--- config.mk ---
export PLATFORM = sky130hd
export DESIGN_NAME = cpba_ctrl
export DESIGN_NICKNAME = d
export VERILOG_FILES = /design/src/rtl/cpba_pkg.sv /design/src/rtl/cpba_ctrl.sv
export SDC_FILE = /design/constraint.sdc
export NUM_CORES = 1
export LEC_CHECK = 0
export ABC_AREA = 1
export BUFFER_PORTS_ARGS = -buffer_cell sky130_fd_sc_hd__buf_2
export CAP_MARGIN = 15
export CORE_AREA = 4 4 41 43
export CTS_CLUSTER_DIAMETER = 30
export DETAILED_ROUTE_END_ITERATION = 10
export DIE_AREA = 0 0 45 47
export PLACE_DENSITY = 0.5
export SETUP_SLACK_MARGIN = 0.15
export SLEW_MARGIN = 20
export SYNTH_ARGS = -nofsm -noshare
export SYNTH_HDL_FRONTEND = slang
export SYNTH_SLANG_ARGS = --single-unit
--- constraint.sdc ---
create_clock -name clk -period 3.1 [get_ports clk]
set_clock_uncertainty 0.1 [all_clocks]
set_input_delay 0.31 -clock clk [delete_from_list [all_inputs] [get_ports clk]]
set_output_delay 0.31 -clock clk [all_outputs]
set_load 0.02 [all_outputs]
--- src/rtl/cpba_pkg.sv ---
// Shared types and constants for the contiguous page bitmap allocator.
// Used by cpba_ctrl, cpba_datapath and the top level.
package cpba_pkg;

	// Pool geometry
	localparam int MAX_PAGES  = 4096;
	localparam int PAGE_W     = 13;             // page counts 0..MAX_PAGES
	localparam int PG_IDX_W   = 12;             // page index 0..MAX_PAGES-1
	localparam int WORD_BITS  = 16;             // pages per bitmap row
	localparam int LANE_W     = 4;
	localparam int NUM_WORDS  = MAX_PAGES / WORD_BITS;
	localparam int WADDR_W    = PG_IDX_W - LANE_W;
	localparam int CNT_W      = LANE_W + 1;

	// Addressing
	localparam int ADDR_W     = 32;
	localparam int PAGE_SHIFT = 12;             // 4096-byte pages

	// Configuration port
	localparam int CFG_IDX_W  = 2;
	localparam int CFG_DATA_W = 32;
	localparam logic [CFG_IDX_W-1:0] REG_VIRTUAL_BASE = 2'd0;
	localparam logic [CFG_IDX_W-1:0] REG_POOL_PAGES   = 2'd1;

	localparam logic [ADDR_W-1:0] BASE_RESET = 32'hC010_0000;
	localparam logic [PAGE_W-1:0] POOL_RESET = 13'd4096;

	typedef enum logic [2:0] {
		ST_IDLE,
		ST_CHECK,
		ST_SCAN,
		ST_MARK_RD,
		ST_MARK_WR,
		ST_FINISH
	} cpba_state_t;

	// Controller to datapath
	typedef struct packed {
		logic accept;       // latch request
		logic fail_set;     // result is a failure
		logic scan_start;   // reset scan pointers
		logic scan_run;     // scan one row per cycle
		logic mark_wr;      // write back marked row
		logic load_out;     // move result into output register
	} cpba_cmd_t;

	// Datapath to controller
	typedef struct packed {
		logic count_bad;
		logic scan_hit;
		logic scan_end;
		logic mark_last;
		logic out_free;
	} cpba_status_t;

endpackage

--- src/rtl/cpba_ctrl.sv ---
// Controller state machine of the page allocator.
// Depends on cpba_pkg; drives cpba_datapath through cpba_cmd_t.
module cpba_ctrl (
	input  logic                   clk,
	input  logic                   arst_n,
	input  logic                   in_valid,
	output logic                   in_ready,
	input  cpba_pkg::cpba_status_t status,
	output cpba_pkg::cpba_cmd_t    cmd
);
	import cpba_pkg::*;

	cpba_state_t state_q, state_d;

	// State register
	always_ff @(posedge clk or negedge arst_n) begin
		if (!arst_n) begin
			state_q <= ST_IDLE;
		end else begin
			state_q <= state_d;
		end
	end

	// Next state
	always_comb begin
		state_d = state_q;
		unique case (state_q)
			ST_IDLE: begin
				if (in_valid) state_d = ST_CHECK;
			end
			ST_CHECK: begin
				state_d = status.count_bad ? ST_FINISH : ST_SCAN;
			end
			ST_SCAN: begin
				priority if (status.scan_hit) state_d = ST_MARK_RD;
				else if (status.scan_end)     state_d = ST_FINISH;
				else                          state_d = ST_SCAN;
			end
			ST_MARK_RD: begin
				state_d = ST_MARK_WR;
			end
			ST_MARK_WR: begin
				state_d = status.mark_last ? ST_FINISH : ST_MARK_RD;
			end
			ST_FINISH: begin
				if (status.out_free) state_d = ST_IDLE;
			end
			default: state_d = ST_IDLE;
		endcase
	end

	// Outputs
	always_comb begin
		cmd      = '0;
		in_ready = 1'b0;
		unique case (state_q)
			ST_IDLE: begin
				in_ready   = 1'b1;
				cmd.accept = in_valid;
			end
			ST_CHECK: begin
				cmd.fail_set   = status.count_bad;
				cmd.scan_start = !status.count_bad;
			end
			ST_SCAN:    cmd.scan_run = 1'b1;
			ST_MARK_RD: ;
			ST_MARK_WR: cmd.mark_wr = 1'b1;
			ST_FINISH:  cmd.load_out = status.out_free;
			default: ;
		endcase
	end

endmodule

======== After elaboration in Yosys (flattened, before gate mapping) ========
Index checks and enable logic that the tools add are counted.
word-level totals
  register bits after elaboration ......... 3
  input port bits ......................... 8
  output and inout port bits .............. 7
  logic and storage cells ................. 24
operators by class
  equal/unequal tests ..................... 7
  mux-type cells .......................... 13
  reductions and logical operators ........ 3
operator list
  operator                                             number
  two-way mux 3 bit                                    6
  one-hot mux 3 bit (6 select lines)                   1
  equality test 3 x 2 -> 1 bit, second input constant  2
  equality test 3 bit, second input constant           2
  two-way mux 1 bit                                    5
  inequality test 2 bit, second input constant         2
  equality test 3 x 1 -> 1 bit, second input constant  1
  logical NOT 3 bit                                    1
  two-way mux 2 bit                                    1
  AND reduction 2 bit                                  1
  logical NOT 1 bit                                    1

======== Longest topological paths before layout ========
  depth after elaboration ................. 3
  gate-level depth with buffers ........... 6
  depth with buffers taken out ............ 6

======== Least setup slack after synthesis ========
No wires, ideal clock.
  path kind ............................... register to output
  from .................................... reg state_q[2]
  to ...................................... out cmd[5] (netlist name)
  arrival ................................. 878 ps
  data required time ...................... 2690 ps
  slack ................................... 1812 ps
  cell stages (with the launch flop) ...... 4
  path buffers ............................ 0
  cell sequence ........................... dfrtp_1 inv_2 nand3_1 nor2_1
RTL lines
  item                    RTL line         RTL
  from (decl)             cpba_ctrl.sv:13  cpba_state_t state_q, state_d;
  from (signal assigned)  cpba_ctrl.sv:20  state_q <= state_d;
  to (decl)               cpba_ctrl.sv:9   output cpba_pkg::cpba_cmd_t cmd

==> run_results.csv <==
group,metric,value,unit
power_and_ir_drop,finalPower,0.338,mW
route,drtPass1Iterations,4,
timing,timing.slew.headroom,85.8,%
route,drc,0,
worst_setup_path,worstPathArrival,1.16,ns
status,status,"finished, final reports clean",
global_routing,grt.total_usage,7.36,%
floorplan,core,1300,sq um
cts,worst_skew_pair.late_latency,0.23,ns
cts,cts_sinks,3,
worst_setup_path,crit_path_start_kind,"flop",
route,vias,313,
cts,cts_inserted_buffers,3,
placement,post-dp-hpwl,540,microns
worst_setup_path,path_max_fanout,5,
cells_and_area,regMostFlops,"state_q",
timing,setup_viol,0,
yosys,synthCells,42,
power_and_ir_drop,internal-power,0.171,mW
power_and_ir_drop,p_switching,0.166,mW
global_routing,grt_pass1_wl,1.07,mm
power_and_ir_drop,swShare,49.3,%
floorplan,dieArea,2120,sq um
global_routing,grt_pass1_vias,293,
worst_setup_path,required,2.69,ns
min_path,hp-class,"input port to flop",
yosys,netlist-cell-type-count,10,
route,wirelength,614,microns
cts,postCtsSetupBuffers,0,
timing,finalSetupTns,0,ns
timing,rsz0062_at_grt,"no",
worst_setup_path,crit_type,"flop to primary output",
route,avgViaCountPerCell,4.12,
timing,fin_crit_sh,50.7,%
cells_and_area,reg.largest.list,"state_q: 3 flops",
power_and_ir_drop,p_per_area,899,nW/um^2
cts,clock_path_buffers,2,
timing,worst_pin_slew,0.212,ns
yosys,seq_area_frac_synth,30.0,%
cells_and_area,drive_above_1_share,39.3,%
cts,htreeDepth,1,
cts,clkTransAtPathRegs,0.04,ns
floorplan,chipWidth,45,microns
cells_and_area,fin_nets,70,
global_routing,grt_max_degree,7,
timing,period_minus_slack,1.57,ns
global_routing,grt_antenna_before_repair,0,
placement,numPortBuffers,14,
floorplan,core.rowCount,13,
power_and_ir_drop,clkPwrFrac,19.8,%
global_routing,gr-total-overflow,0,
power_and_ir_drop,ir_worst_vdd,0.000425,V
yosys,syn_nets,50,
power_and_ir_drop,p_leak,0.242,nW
yosys,ys_warn_count,0,
power_and_ir_drop,combPwrFrac,56.0,%
yosys,syn_area_per_cell,5.96,sq um
floorplan,die_h,47,microns
placement,gp_congestion,0.665,
cells_and_area,largest_reg_flops,3,
route,drtAntennaViolNets,0,
route,drt_iter0_drc,4,
floorplan,io_pins,15,
run,cap_violations,0,
timing,slew_violations,0,
cells_and_area,synthToLayoutAreaGrowth,50.0,%
timing,hold_viol_final,0,
cells_and_area,antenna_cells,0,
cts,cts_root_buf,"clkbuf_4",
worst_setup_path,cp-end-kind,"primary output",
timing,fmax,637,MHz
yosys,ys_ff_latch,3,
cts,cts_tree,"yes",
power_and_ir_drop,power_frac_seq,24.2,%
floorplan,start_util,19.2,%
yosys,synth_area,250,sq um
route,wl_per_cell,8.08,microns
## per-layer routing
layer / vias up / share of wire [%] / track usage, %
met2: 10 / 45 / 11.0
met1: 138 / 46 / 8.22
li1: 165 / - / -
met3: 0 / 8.5 / 3.45
met5: - / 0 / 0
met4: 0 / 0 / 5.26
## what timing repair did
item	in CTS	in global routing
hold buffers	1	0
gates resized for setup	0	0
hold endpoints to repair	3	0
## cell usage after synthesis
cell type / count / share of area [%]
nor2_1: 5 / 7.5
dfrtp_1: 3 / 30
nor2_2: 3 / 7.5
inv_2: 3 / 4.5
o21ai_0: 2 / 4.0
nand2_1: 6 / 9.0
nor3_2: 1 / 4.0
nand3_1: 8 / 16
nand4_1: 1 / 2.5
inv_1: 10 / 15
## power by group through the flow
stage          combinational (mW)  clock (mW)  sequential [mW]
3_3_place_gp                0.192           0           0.0810
5_1_grt                     0.216      0.0766           0.0837
6_report                    0.189      0.0669           0.0815
3_5_place_dp                0.192           0           0.0821
4_1_cts                     0.193      0.0702           0.0818
2_1_floorplan               0.140           0           0.0773
## cell type report
class | count | area [sq um]
fillers | 164 | 926
multi-input cells | 26 | 126
clock buffers | 4 | 26.3
inverters | 13 | 48.8
flip-flops and latches | 3 | 75.1
well taps | 15 | 18.8
repair buffers | 15 | 80.1
## cells in the final DEF (no fill, tap or decap)
master	Yosys	final
inv_2	3	3
nor2_2	3	3
inv_1	10	10
nand2_1	6	6
clkbuf_1	0	1
dlygate4sd3_1	0	1
nand3_1	8	8
buf_2	0	14
nor2_1	5	5
nand4_1	1	1
o21ai_0	2	2
dfrtp_1	3	3
clkbuf_4	0	3
nor3_2	1	1
## path summary, 6_finish.rpt
| kind | endpoint | slack [ns] | startpoint | cells after the start |
|---|---|---|---|---|
| max | cmd[3] | 1.53 | state_q[2] | 4 |
| min | state_q[2] | 0.22 | status[1] | 3 |
| max reg2reg | state_q[0] | 2.00 | state_q[2] | 6 |
| min reg2reg | state_q[2] | 0.49 | state_q[1] | 2 |
| max in group asynchronous | state_q[0] | 2.48 | arst_n | 2 |
| min in group asynchronous | state_q[2] | 0.31 | arst_n | 2 |
## per-stage QoR
stage,hold slack (ns),std cells,utilization [%],instance area (sq um),setup WS (ns)
after CTS,0.220,76,28.8,375,1.53
after global placement,0.0100,71,26.1,339,1.77
after detailed placement,0.00959,71,26.1,339,1.78
after global routing,0.243,76,28.8,375,1.44
final,0.224,76,28.8,375,1.53
after floorplan,-0.0856,42,-,250,1.81
## worst max-delay path: stages (launching register included)
cell     delay, ns
dfrtp_1       0.44
nor2_2        0.17
nand3_1       0.11
inv_1         0.06
buf_2         0.15
## logic make-up after synthesis
logic type | after synthesis | share of synthesized area (%)
flops | 3 | 30.0
simple gates | 24 | 46.5
compound gates | 2 | 4.00
buf+inv | 13 | 19.5
No activity file was read; power rests on OpenSTA's default activity.
